[src/hdl/assert_macros.svh]
// Assertion helpers, clocked on clk and disabled while rst is high.
`ifndef ASSERT_MACROS_SVH
`define ASSERT_MACROS_SVH

// Same-cycle implication
`define ASSERT_IMP(label, ante, cons, msg) \
  label: assert property (@(posedge clk) disable iff (rst) (ante) |-> (cons)) \
    else $error(msg);

// Next-cycle implication
`define ASSERT_NXT(label, ante, cons, msg) \
  label: assert property (@(posedge clk) disable iff (rst) (ante) |=> (cons)) \
    else $error(msg);

`endif

[src/hdl/btnc_pkg.sv]
`timescale 1ns / 1ps

package btnc_pkg;

  // Field widths
  localparam int unsigned TS_W     = 32;
  localparam int unsigned MS_W     = 16;
  localparam int unsigned APB_DW   = 32;
  localparam int unsigned APB_AW   = 5;
  localparam int unsigned REG_IDX_W = 3;

  // Register indexes (byte address = 4 * index)
  localparam logic [REG_IDX_W-1:0] REG_DEBOUNCE_TIME   = 3'd0;
  localparam logic [REG_IDX_W-1:0] REG_TAP_MIN_TIME    = 3'd1;
  localparam logic [REG_IDX_W-1:0] REG_HOLD_TIME       = 3'd2;
  localparam logic [REG_IDX_W-1:0] REG_ACTIVE_LOW      = 3'd3;
  localparam logic [REG_IDX_W-1:0] REG_BUTTON_DISABLED = 3'd4;

  // Reset values of the registers
  localparam logic [MS_W-1:0] DEBOUNCE_TIME_RST = 16'd30;
  localparam logic [MS_W-1:0] TAP_MIN_TIME_RST  = 16'd50;
  localparam logic [MS_W-1:0] HOLD_TIME_RST     = 16'd800;

  // Event codes
  typedef enum logic [1:0] {
    EV_NONE = 2'd0,
    EV_TAP  = 2'd1,
    EV_HOLD = 2'd2
  } event_t;

  // Configuration bundle from the register block to the core
  typedef struct packed {
    logic [MS_W-1:0] debounce_time;
    logic [MS_W-1:0] tap_min_time;
    logic [MS_W-1:0] hold_time;
    logic            active_low;
    logic            button_disabled;
  } cfg_t;

endpackage

[src/hdl/btnc_poll_if.sv]
`timescale 1ns / 1ps

// Poll request channel: raw pin level plus timestamp
interface btnc_poll_if;
  logic        valid;
  logic        ready;
  logic        raw_level;
  logic [31:0] now_ms;

  modport source (output valid, output raw_level, output now_ms, input ready);
  modport sink (input valid, input raw_level, input now_ms, output ready);
endinterface

[src/hdl/btnc_result_if.sv]
`timescale 1ns / 1ps

// Result request channel: event code plus debounced level
interface btnc_result_if;
  logic       valid;
  logic       ready;
  logic [1:0] event_res;
  logic       pressed;

  modport source (output valid, output event_res, output pressed, input ready);
  modport sink (input valid, input event_res, input pressed, output ready);
endinterface

[src/hdl/btnc_cfg.sv]
`timescale 1ns / 1ps

module btnc_cfg import btnc_pkg::*; (
  input  logic              clk,
  input  logic              rst,
  input  logic              psel,
  input  logic              penable,
  input  logic              pwrite,
  input  logic [APB_AW-1:0] paddr,
  input  logic [APB_DW-1:0] pwdata,
  output logic [APB_DW-1:0] prdata,
  output logic              pready,
  output cfg_t              cfg
);

  logic                 wr_en;
  logic [REG_IDX_W-1:0] idx;

  assign pready = 1'b1;
  assign wr_en  = psel && penable && pwrite && pready;
  assign idx    = paddr[APB_AW-1:2];

  // Register writes; unmapped indexes are dropped
  always_ff @(posedge clk) begin
    if (rst) begin
      cfg.debounce_time   <= DEBOUNCE_TIME_RST;
      cfg.tap_min_time    <= TAP_MIN_TIME_RST;
      cfg.hold_time       <= HOLD_TIME_RST;
      cfg.active_low      <= 1'b1;
      cfg.button_disabled <= 1'b0;
    end else if (wr_en) begin
      case (idx)
        REG_DEBOUNCE_TIME:   cfg.debounce_time   <= pwdata[MS_W-1:0];
        REG_TAP_MIN_TIME:    cfg.tap_min_time    <= pwdata[MS_W-1:0];
        REG_HOLD_TIME:       cfg.hold_time       <= pwdata[MS_W-1:0];
        REG_ACTIVE_LOW:      cfg.active_low      <= pwdata[0];
        REG_BUTTON_DISABLED: cfg.button_disabled <= pwdata[0];
        default: ;
      endcase
    end
  end

  // Read mux
  always_comb begin
    case (idx)
      REG_DEBOUNCE_TIME:   prdata = {{(APB_DW-MS_W){1'b0}}, cfg.debounce_time};
      REG_TAP_MIN_TIME:    prdata = {{(APB_DW-MS_W){1'b0}}, cfg.tap_min_time};
      REG_HOLD_TIME:       prdata = {{(APB_DW-MS_W){1'b0}}, cfg.hold_time};
      REG_ACTIVE_LOW:      prdata = {{(APB_DW-1){1'b0}}, cfg.active_low};
      REG_BUTTON_DISABLED: prdata = {{(APB_DW-1){1'b0}}, cfg.button_disabled};
      default:             prdata = '0;
    endcase
  end

endmodule

[src/hdl/btnc_core.sv]
`timescale 1ns / 1ps
`include "assert_macros.svh"

module btnc_core import btnc_pkg::*; (
  input  logic            clk,
  input  logic            rst,
  input  logic            step,
  input  logic            raw_level,
  input  logic [TS_W-1:0] now_ms,
  input  cfg_t            cfg,
  output event_t          res_event,
  output logic            res_pressed
);

  // Debounce / press tracking state
  logic            last_level, last_level_next;
  logic            last_level_valid, last_level_valid_next;
  logic            stable_level, stable_level_next;
  logic            stable_valid, stable_valid_next;
  logic [TS_W-1:0] change_time, change_time_next;
  logic [TS_W-1:0] press_time, press_time_next;
  logic            hold_reported, hold_reported_next;
  logic            pressed_flag, pressed_flag_next;
  event_t          ev_next;

  logic            level_chg, stable_chg, db_ok, was_pressed, is_pressed, press_start;
  logic [TS_W-1:0] ct_sel, elapsed, pt_sel, press_len;

  // Raw change restarts the debounce window
  assign level_chg = !last_level_valid || (raw_level != last_level);
  assign ct_sel    = level_chg ? now_ms : change_time;
  assign elapsed   = now_ms - ct_sel;
  assign db_ok     = !elapsed[TS_W-1] &&
                     (elapsed >= {{(TS_W-MS_W){1'b0}}, cfg.debounce_time});

  // Stable level transitions, polarity applied
  assign stable_chg  = !stable_valid || (raw_level != stable_level);
  assign was_pressed = stable_valid && (stable_level ^ cfg.active_low);
  assign is_pressed  = raw_level ^ cfg.active_low;
  assign press_start = db_ok && stable_chg && is_pressed && !was_pressed;

  // Press length against the press start that holds after this poll
  assign pt_sel    = press_start ? now_ms : press_time;
  assign press_len = now_ms - pt_sel;

  always_comb begin
    last_level_next       = last_level;
    last_level_valid_next = last_level_valid;
    stable_level_next     = stable_level;
    stable_valid_next     = stable_valid;
    change_time_next      = change_time;
    press_time_next       = pt_sel;
    hold_reported_next    = hold_reported;
    pressed_flag_next     = pressed_flag;
    ev_next               = EV_NONE;
    if (cfg.button_disabled) begin
      pressed_flag_next = 1'b0;
      press_time_next   = press_time;
    end else begin
      last_level_next       = raw_level;
      last_level_valid_next = 1'b1;
      change_time_next      = ct_sel;
      if (db_ok) begin
        if (stable_chg) begin
          stable_level_next = raw_level;
          stable_valid_next = 1'b1;
          pressed_flag_next = is_pressed;
          if (press_start) begin
            hold_reported_next = 1'b0;
          end else if (!is_pressed && was_pressed && !hold_reported &&
                       (press_len >= {{(TS_W-MS_W){1'b0}}, cfg.tap_min_time})) begin
            ev_next = EV_TAP;
          end
        end else begin
          pressed_flag_next = stable_level ^ cfg.active_low;
        end
      end
      // Single hold event per press
      if (pressed_flag_next && !hold_reported_next &&
          (press_len >= {{(TS_W-MS_W){1'b0}}, cfg.hold_time})) begin
        ev_next            = EV_HOLD;
        hold_reported_next = 1'b1;
      end
    end
  end

  // Control state
  always_ff @(posedge clk) begin
    if (rst) begin
      last_level       <= 1'b0;
      last_level_valid <= 1'b0;
      stable_level     <= 1'b0;
      stable_valid     <= 1'b0;
      change_time      <= '0;
      press_time       <= '0;
      hold_reported    <= 1'b0;
      pressed_flag     <= 1'b0;
    end else if (step) begin
      last_level       <= last_level_next;
      last_level_valid <= last_level_valid_next;
      stable_level     <= stable_level_next;
      stable_valid     <= stable_valid_next;
      change_time      <= change_time_next;
      press_time       <= press_time_next;
      hold_reported    <= hold_reported_next;
      pressed_flag     <= pressed_flag_next;
    end
  end

  // Result register (payload)
  always_ff @(posedge clk) begin
    if (step) begin
      res_event   <= ev_next;
      res_pressed <= pressed_flag_next;
    end
  end

  `ASSERT_NXT(a_dis_quiet, step && cfg.button_disabled, !pressed_flag && (res_event == EV_NONE), "disabled poll must give no event and clear pressed")
  `ASSERT_NXT(a_pressed_match, step, res_pressed == pressed_flag, "result pressed differs from tracked state")
  `ASSERT_NXT(a_hold_once, step && hold_reported && !press_start, res_event != EV_HOLD, "second hold event in one press")
  `ASSERT_NXT(a_hold_marks, step && (ev_next == EV_HOLD), hold_reported, "hold event without hold mark")

endmodule

[src/hdl/button_tap_hold_classifier.sv]
`timescale 1ns / 1ps
`include "assert_macros.svh"
// Channel   Dir  Payload                         Handshake
// poll      in   raw_level[0], now_ms[31:0]      valid/ready
// result    out  event_res[1:0], pressed[0]      valid/ready
// APB       in   paddr[4:2] index, pwdata[31:0]  psel/penable/pwrite, pready=1
//
// One poll per clock while the result is not stalled: poll register, then classify logic
// into the result register. An accepted poll is held in the poll register, then its result
// is registered in the result register and shown as result valid.
// rst (synchronous) clears all tracking state and loads register defaults.
// A stalled result holds both stages; poll ready drops only when both are full.

module button_tap_hold_classifier import btnc_pkg::*; (
  input  logic              clk,
  input  logic              rst,
  btnc_poll_if.sink         poll,
  btnc_result_if.source     result,
  input  logic              psel,
  input  logic              penable,
  input  logic              pwrite,
  input  logic [APB_AW-1:0] paddr,
  input  logic [APB_DW-1:0] pwdata,
  output logic [APB_DW-1:0] prdata,
  output logic              pready
);

  cfg_t            cfg;
  logic            stg_valid;
  logic            stg_raw;
  logic [TS_W-1:0] stg_now;
  logic            out_valid;
  logic            adv;
  event_t          res_event;
  logic            res_pressed;

  btnc_cfg u_cfg (
    .clk     (clk),
    .rst     (rst),
    .psel    (psel),
    .penable (penable),
    .pwrite  (pwrite),
    .paddr   (paddr),
    .pwdata  (pwdata),
    .prdata  (prdata),
    .pready  (pready),
    .cfg     (cfg)
  );

  // Stage moves into the result register when that is free or draining
  assign adv        = stg_valid && (!out_valid || result.ready);
  assign poll.ready = !stg_valid || adv;

  always_ff @(posedge clk) begin
    if (rst) begin
      stg_valid <= 1'b0;
      out_valid <= 1'b0;
    end else begin
      if (poll.ready) begin
        stg_valid <= poll.valid;
      end
      if (adv) begin
        out_valid <= 1'b1;
      end else if (result.ready) begin
        out_valid <= 1'b0;
      end
    end
  end

  // Poll register
  always_ff @(posedge clk) begin
    if (poll.valid && poll.ready) begin
      stg_raw <= poll.raw_level;
      stg_now <= poll.now_ms;
    end
  end

  btnc_core u_core (
    .clk         (clk),
    .rst         (rst),
    .step        (adv),
    .raw_level   (stg_raw),
    .now_ms      (stg_now),
    .cfg         (cfg),
    .res_event   (res_event),
    .res_pressed (res_pressed)
  );

  assign result.valid     = out_valid;
  assign result.event_res = res_event;
  assign result.pressed   = res_pressed;

  `ASSERT_NXT(a_stage_hold, stg_valid && !adv, stg_valid, "poll stage lost while stalled")
  `ASSERT_IMP(a_no_overrun, out_valid && !result.ready, !adv, "result overwritten while stalled")

endmodule

[src/flat_wrapper.sv]
// flat-port wrapper written by rule: the top's interface ports become plain ports
module button_tap_hold_classifier_flat import btnc_pkg::*;
  (clk, rst, psel, penable, pwrite, paddr, pwdata, prdata, pready, poll_valid, poll_raw_level, poll_now_ms, poll_ready, result_valid, result_event_res, result_pressed, result_ready);
  btnc_poll_if poll_i ();
  btnc_result_if result_i ();
  input  logic clk;
  input  logic rst;
  input  logic psel;
  input  logic penable;
  input  logic pwrite;
  input  logic [APB_AW-1:0] paddr;
  input  logic [APB_DW-1:0] pwdata;
  output logic [APB_DW-1:0] prdata;
  output logic pready;
  input wire logic [$bits(poll_i.valid)-1:0] poll_valid;
  input wire logic [$bits(poll_i.raw_level)-1:0] poll_raw_level;
  input wire logic [$bits(poll_i.now_ms)-1:0] poll_now_ms;
  output wire logic [$bits(poll_i.ready)-1:0] poll_ready;
  output wire logic [$bits(result_i.valid)-1:0] result_valid;
  output wire logic [$bits(result_i.event_res)-1:0] result_event_res;
  output wire logic [$bits(result_i.pressed)-1:0] result_pressed;
  input wire logic [$bits(result_i.ready)-1:0] result_ready;
  assign poll_i.valid = poll_valid;
  assign poll_i.raw_level = poll_raw_level;
  assign poll_i.now_ms = poll_now_ms;
  assign poll_ready = poll_i.ready;
  assign result_valid = result_i.valid;
  assign result_event_res = result_i.event_res;
  assign result_pressed = result_i.pressed;
  assign result_i.ready = result_ready;
  button_tap_hold_classifier u_core (.clk(clk), .rst(rst), .poll(poll_i), .result(result_i), .psel(psel), .penable(penable), .pwrite(pwrite), .paddr(paddr), .pwdata(pwdata), .prdata(prdata), .pready(pready));
endmodule
[config.mk]
export PLATFORM = sky130hd
export DESIGN_NAME = button_tap_hold_classifier_flat
export DESIGN_NICKNAME = d
export VERILOG_FILES = /design/src/hdl/btnc_pkg.sv /design/src/hdl/btnc_poll_if.sv /design/src/hdl/btnc_result_if.sv /design/src/hdl/btnc_cfg.sv /design/src/hdl/btnc_core.sv /design/src/hdl/button_tap_hold_classifier.sv /design/src/flat_wrapper.sv
export VERILOG_INCLUDE_DIRS = /design/src /design/src/hdl
export SDC_FILE = /design/constraint.sdc
export NUM_CORES = 1
export LEC_CHECK = 0
export ABC_CLOCK_PERIOD_IN_PS = 19400
export BUFFER_PORTS_ARGS = -buffer_cell sky130_fd_sc_hd__buf_2
export CAP_MARGIN = 20
export CORE_ASPECT_RATIO = 0.6
export CORE_MARGIN = 5
export CORE_UTILIZATION = 65
export DETAILED_ROUTE_END_ITERATION = 8
export PLACE_DENSITY = 0.95
export SYNTH_ARGS = -nofsm -noshare
export SYNTH_HDL_FRONTEND = slang
export SYNTH_HIERARCHICAL = 1
export SYNTH_SLANG_ARGS = --single-unit
export TNS_END_PERCENT = 100
[constraint.sdc]
create_clock -name clk -period 19.4 [get_ports clk]
set_clock_uncertainty 0.15 [all_clocks]
set_input_delay 1.94 -clock clk [delete_from_list [all_inputs] [get_ports clk]]
set_output_delay 1.94 -clock clk [all_outputs]
set_load 0.02 [all_outputs]
==> summary.md <==
| Metric | Value |
|---|---|
| Post-Synth Adder-Cell Area | `0.0937` |
| Hold Vio Cnt, Final | `0` |
| First-pass GRT wire length | `~60 mm` |
| Die area | `0.0227 mm^2` |
| Buffers on Ports | `between 70 and 80` |
| Total grt overflow | `0` |
| Design area | `0.0136 mm^2` |
| DR pass1 iterations | `6` |
| Combinational family with the most area after synthesis | `compound AO/OA/AOI/OAI gates` |
| Switching share of power | `0.364` |
| RD Place Congestion | `0.967` |
| Cell count after synthesis | `approximately 1600` |
| Final Critical Period | `between 10 and 15 ns` |
| R2r endpoint | `u_core/u_core/res_event[0]` |
| Diode count | `0` |
| Hold Crit Class | `reg -> reg` |
| Share of cells above drive strength 1 | `0.0988` |
| Period utilization | `0.587` |
| Hold depth | `2` |
| Overall routed net length | `about 38 mm` |
| Post-Syn Area | `~0.013 mm^2` |
| Max clock buf depth | `2` |
| Core Region | `0.0192 mm^2` |
| P_int | `approximately 660 uW` |
| Largest net degree at the start of global routing | `76` |
| Compound-Gate Fraction of Synth Area | `0.228` |
| Hold slack | `between 0.3 and 0.4 ns` |
| Hold-fix buffers, CTS | `0` |
| Critical Path Slowest Stage Cell | `and2_1` |
| Most frequent CP cell | `a21oi_1` |
| Most common cell after layout, fill and taps aside | `nand2_1` |
| CTS tree | `built` |
| Seq pwr share | `0.354` |
| NetSw | `roughly 380 uW` |
| Via Count | `roughly 12000` |
| Hold Path Sink | `u_core/u_core/press_time[7]` |
| Final net count | `about 1800` |
| Antenna Violating Nets Remaining | `0` |
| Most frequent cells in the layout | `nand2_1, nor2_1, dfxtp_1` |
| Die width | `between 150 and 200 um` |
| PwrDens | `76.3 mW/mm^2` |
| Worst Max-Slew Pin Slew | `between 1 and 1.5 ns` |
| Wirelength per Cell | `slightly above 20 um` |
| Slowest stage delay, CP | `0.69 ns` |
| Synth Register Bits | `roughly 160` |
| CTS Buf Count | `17` |
| DRT iter0 DRCs | `~1500` |
| CTS resizes | `0` |
| Via density | `between 6 and 7` |
| CP required | `around 20 ns` |
| Placed cell area | `~0.013 mm^2` |
| Placed Cells incl. Taps | `~1800` |
| Residual DRC | `0` |
| Final Max Tran Viols | `0` |
| Post-Syn Area per Cell | `8.12 um^2` |
| Starting Density | `0.667` |
| GRT Total Usage | `0.327` |
| Root Driver | `clkbuf_16` |
| CP arrival | `about 11 ns` |
| XOR/XNOR Fraction of Synth Area | `0.0349` |
| Critical Path End Type | `register` |
| Max_slew headroom | `0.283` |
| CP max FO | `54` |
| Clock Sinks | `158` |
| Die Height | `between 100 and 150 um` |
| CP Launch Type | `register` |
| Combinational power share | `0.324` |
| Layout area overhead | `6.66%` |
| Synth Area in Simple Gates | `0.210` |
| Clock power frac | `0.322` |
| H-tree depth | `4` |
| Maximum vdd drop | `just over 70 uV` |
| I/O Pins | `approximately 120` |
| Clock insertion delay at the later pin of the skew report | `about 0.44 ns` |
| Vias in the first global route | `11600` |
| Seq/Total Area, Yosys | `0.275` |
| Reg clk slew, reported paths | `roughly 0.070 ns` |
| Fmax | `between 0.08 and 0.09 GHz` |
| EDFF count, synth | `36` |
| Post-CTS Setup Bufs | `0` |
| Setup TNS | `0 ns` |
| Status | `finished, final reports clean` |
| Final setup fails | `0` |
| Leakage | `about 5.8 nW` |
| Cell variety after synth | `around 90` |
| FF-to-FF path depth | `44` |
| FFs w/ async S/R, synth | `0` |
| Crit Path Class | `reg -> reg` |
| Unrepaired setup endpoints after global routing | `false` |
| Flop2flop setup slack | `approximately 8 ns` |
| Final HPWL DP | `roughly 28 mm` |
| HP Start | `u_core/u_core/press_time[7]` |
| Finished Layout Cells | `roughly 1900` |
| Yosys warning count | `6` |
| Main synth FF type | `dfxtp_1` |
| Rows | `39` |
| Mux share of post-synthesis cell area | `0.0876` |
| Initial antenna violation count | `0` |
| Number of max-cap violations | `0` |
| Reg-to-Reg Start | `u_core/stg_raw` |
final cells by class:
class                           count  area (um^2)
Multi-Input combinational cell   1238         8440
Clock buffer                       17          425
Timing Repair Buffer               86          450
Sequential cell                   158         3520
Clock inverter                     15          149
Inverter                           86          323
Tap cell                          266          333
Fill cell                        1449         5530
power by group through the flow:
stage	clock network, mW	logic, mW	registers, mW
after global routing	0.352	0.368	0.370
after global placement	0	0.309	0.374
after detailed placement	0	0.321	0.375
final	0.336	0.337	0.369
after CTS	0.338	0.324	0.368
after floorplan	0	0.254	0.366
through the flow:
stage | worst slack (ns) | power, mW | util
after CTS | 8.44 | 1.03 | 0.711
after floorplan | 9.91 | 0.620 | -
final | 8.02 | 1.04 | 0.711
after detailed placement | 8.54 | 0.696 | 0.681
after global placement | 8.73 | 0.682 | 0.681
after global routing | 7.51 | 1.09 | 0.711
sequential cells by signal, summed over array words and instances (netlist names):
| name | flops |
|---|---|
| u_core/result.valid | 1 |
| u_core/stg_now | 32 |
| u_core/stg_raw | 1 |
| u_core/stg_valid | 1 |
| u_core/u_cfg/cfg | 50 |
| u_core/u_core/change_time | 32 |
| u_core/u_core/hold_reported | 1 |
| u_core/u_core/last_level | 1 |
| u_core/u_core/last_level_valid | 1 |
| u_core/u_core/press_time | 32 |
| u_core/u_core/pressed_flag | 1 |
| u_core/u_core/res_event | 2 |
| u_core/u_core/res_pressed | 1 |
| u_core/u_core/stable_level | 1 |
| u_core/u_core/stable_valid | 1 |
worst max path at each step:
stage / start / end / slack [ns] / cells past startpoint
global route: u_core/stg_raw / u_core/u_core/res_event[1] / 7.51 / 44
finish: u_core/stg_raw / u_core/u_core/res_event[0] / 8.02 / 44
floorplan: u_core/stg_raw / u_core/u_core/res_event[1] / 9.91 / 47
global placement: u_core/stg_raw / u_core/u_core/res_event[1] / 8.73 / 44
CTS: u_core/stg_raw / u_core/u_core/res_event[1] / 8.44 / 44
detailed placement: u_core/stg_raw / u_core/u_core/res_event[1] / 8.54 / 44
worst max-delay path: cells and delay by family, from the launching register on:
kind                     cells  cell delay (ns)
AO/OA/AOI/OAI               23             5.03
adder cells (fa/ha/maj)      6             1.87
AND/OR/NAND/NOR              7             1.75
buffers and inverters        3             0.76
XOR/XNOR                     3             0.73
flip-flops                   1             0.58
multiplexers                 2             0.21
metal layers:
metal / vias up / GRT usage / routed length, um
met5: - / 0 / 0
li1: 5620 / - / -
met4: 0 / 0.108 / 906
met2: 750 / 0.479 / 15600
met3: 106 / 0.0716 / 4280
met1: 5767 / 0.478 / 16800
cell usage after synthesis (5+ instances only):
| library cell | instances | area, um^2 |
|---|---|---|
| nor3_1 | 23 | 115 |
| or2_2 | 5 | 31.3 |
| clkbuf_1 | 56 | 210 |
| a21boi_0 | 6 | 45.0 |
| o211ai_1 | 15 | 113 |
| maj3_1 | 5 | 50.1 |
| o21ai_0 | 63 | 315 |
| o31ai_1 | 6 | 45.0 |
| inv_1 | 86 | 323 |
| o21a_1 | 13 | 97.6 |
| nand2b_1 | 85 | 532 |
| nor2_1 | 136 | 510 |
| a31oi_1 | 9 | 56.3 |
| nor2b_1 | 29 | 181 |
| nand2_1 | 158 | 593 |
| buf_6 | 6 | 67.6 |
| a2bb2oi_1 | 15 | 131 |
| mux2i_1 | 112 | 1120 |
| a211oi_1 | 48 | 360 |
| o2111ai_1 | 6 | 52.6 |
| edfxtp_1 | 36 | 1080 |
| a21o_1 | 51 | 383 |
| nand3_1 | 23 | 115 |
| buf_2 | 18 | 90.1 |
| ha_1 | 90 | 1130 |
| o21bai_1 | 13 | 97.6 |
| a2111oi_0 | 6 | 52.6 |
| nand4_1 | 17 | 106 |
| buf_4 | 23 | 173 |
| a21oi_1 | 120 | 601 |
| xnor2_1 | 27 | 236 |
| xor2_1 | 19 | 166 |
| dfxtp_1 | 122 | 2440 |
| or3_1 | 8 | 50.1 |
cell families (layout without fill, tap and decap cells):
family	after synthesis	in the layout
AND/OR/NAND/NOR	535	535
other	2	17
flip-flops	158	158
multiplexers	112	112
XOR/XNOR	48	48
adder cells (fa/ha/maj)	97	97
buffers and inverters	194	204
AO/OA/AOI/OAI	429	429
Power figures use the tool's default switching activity.
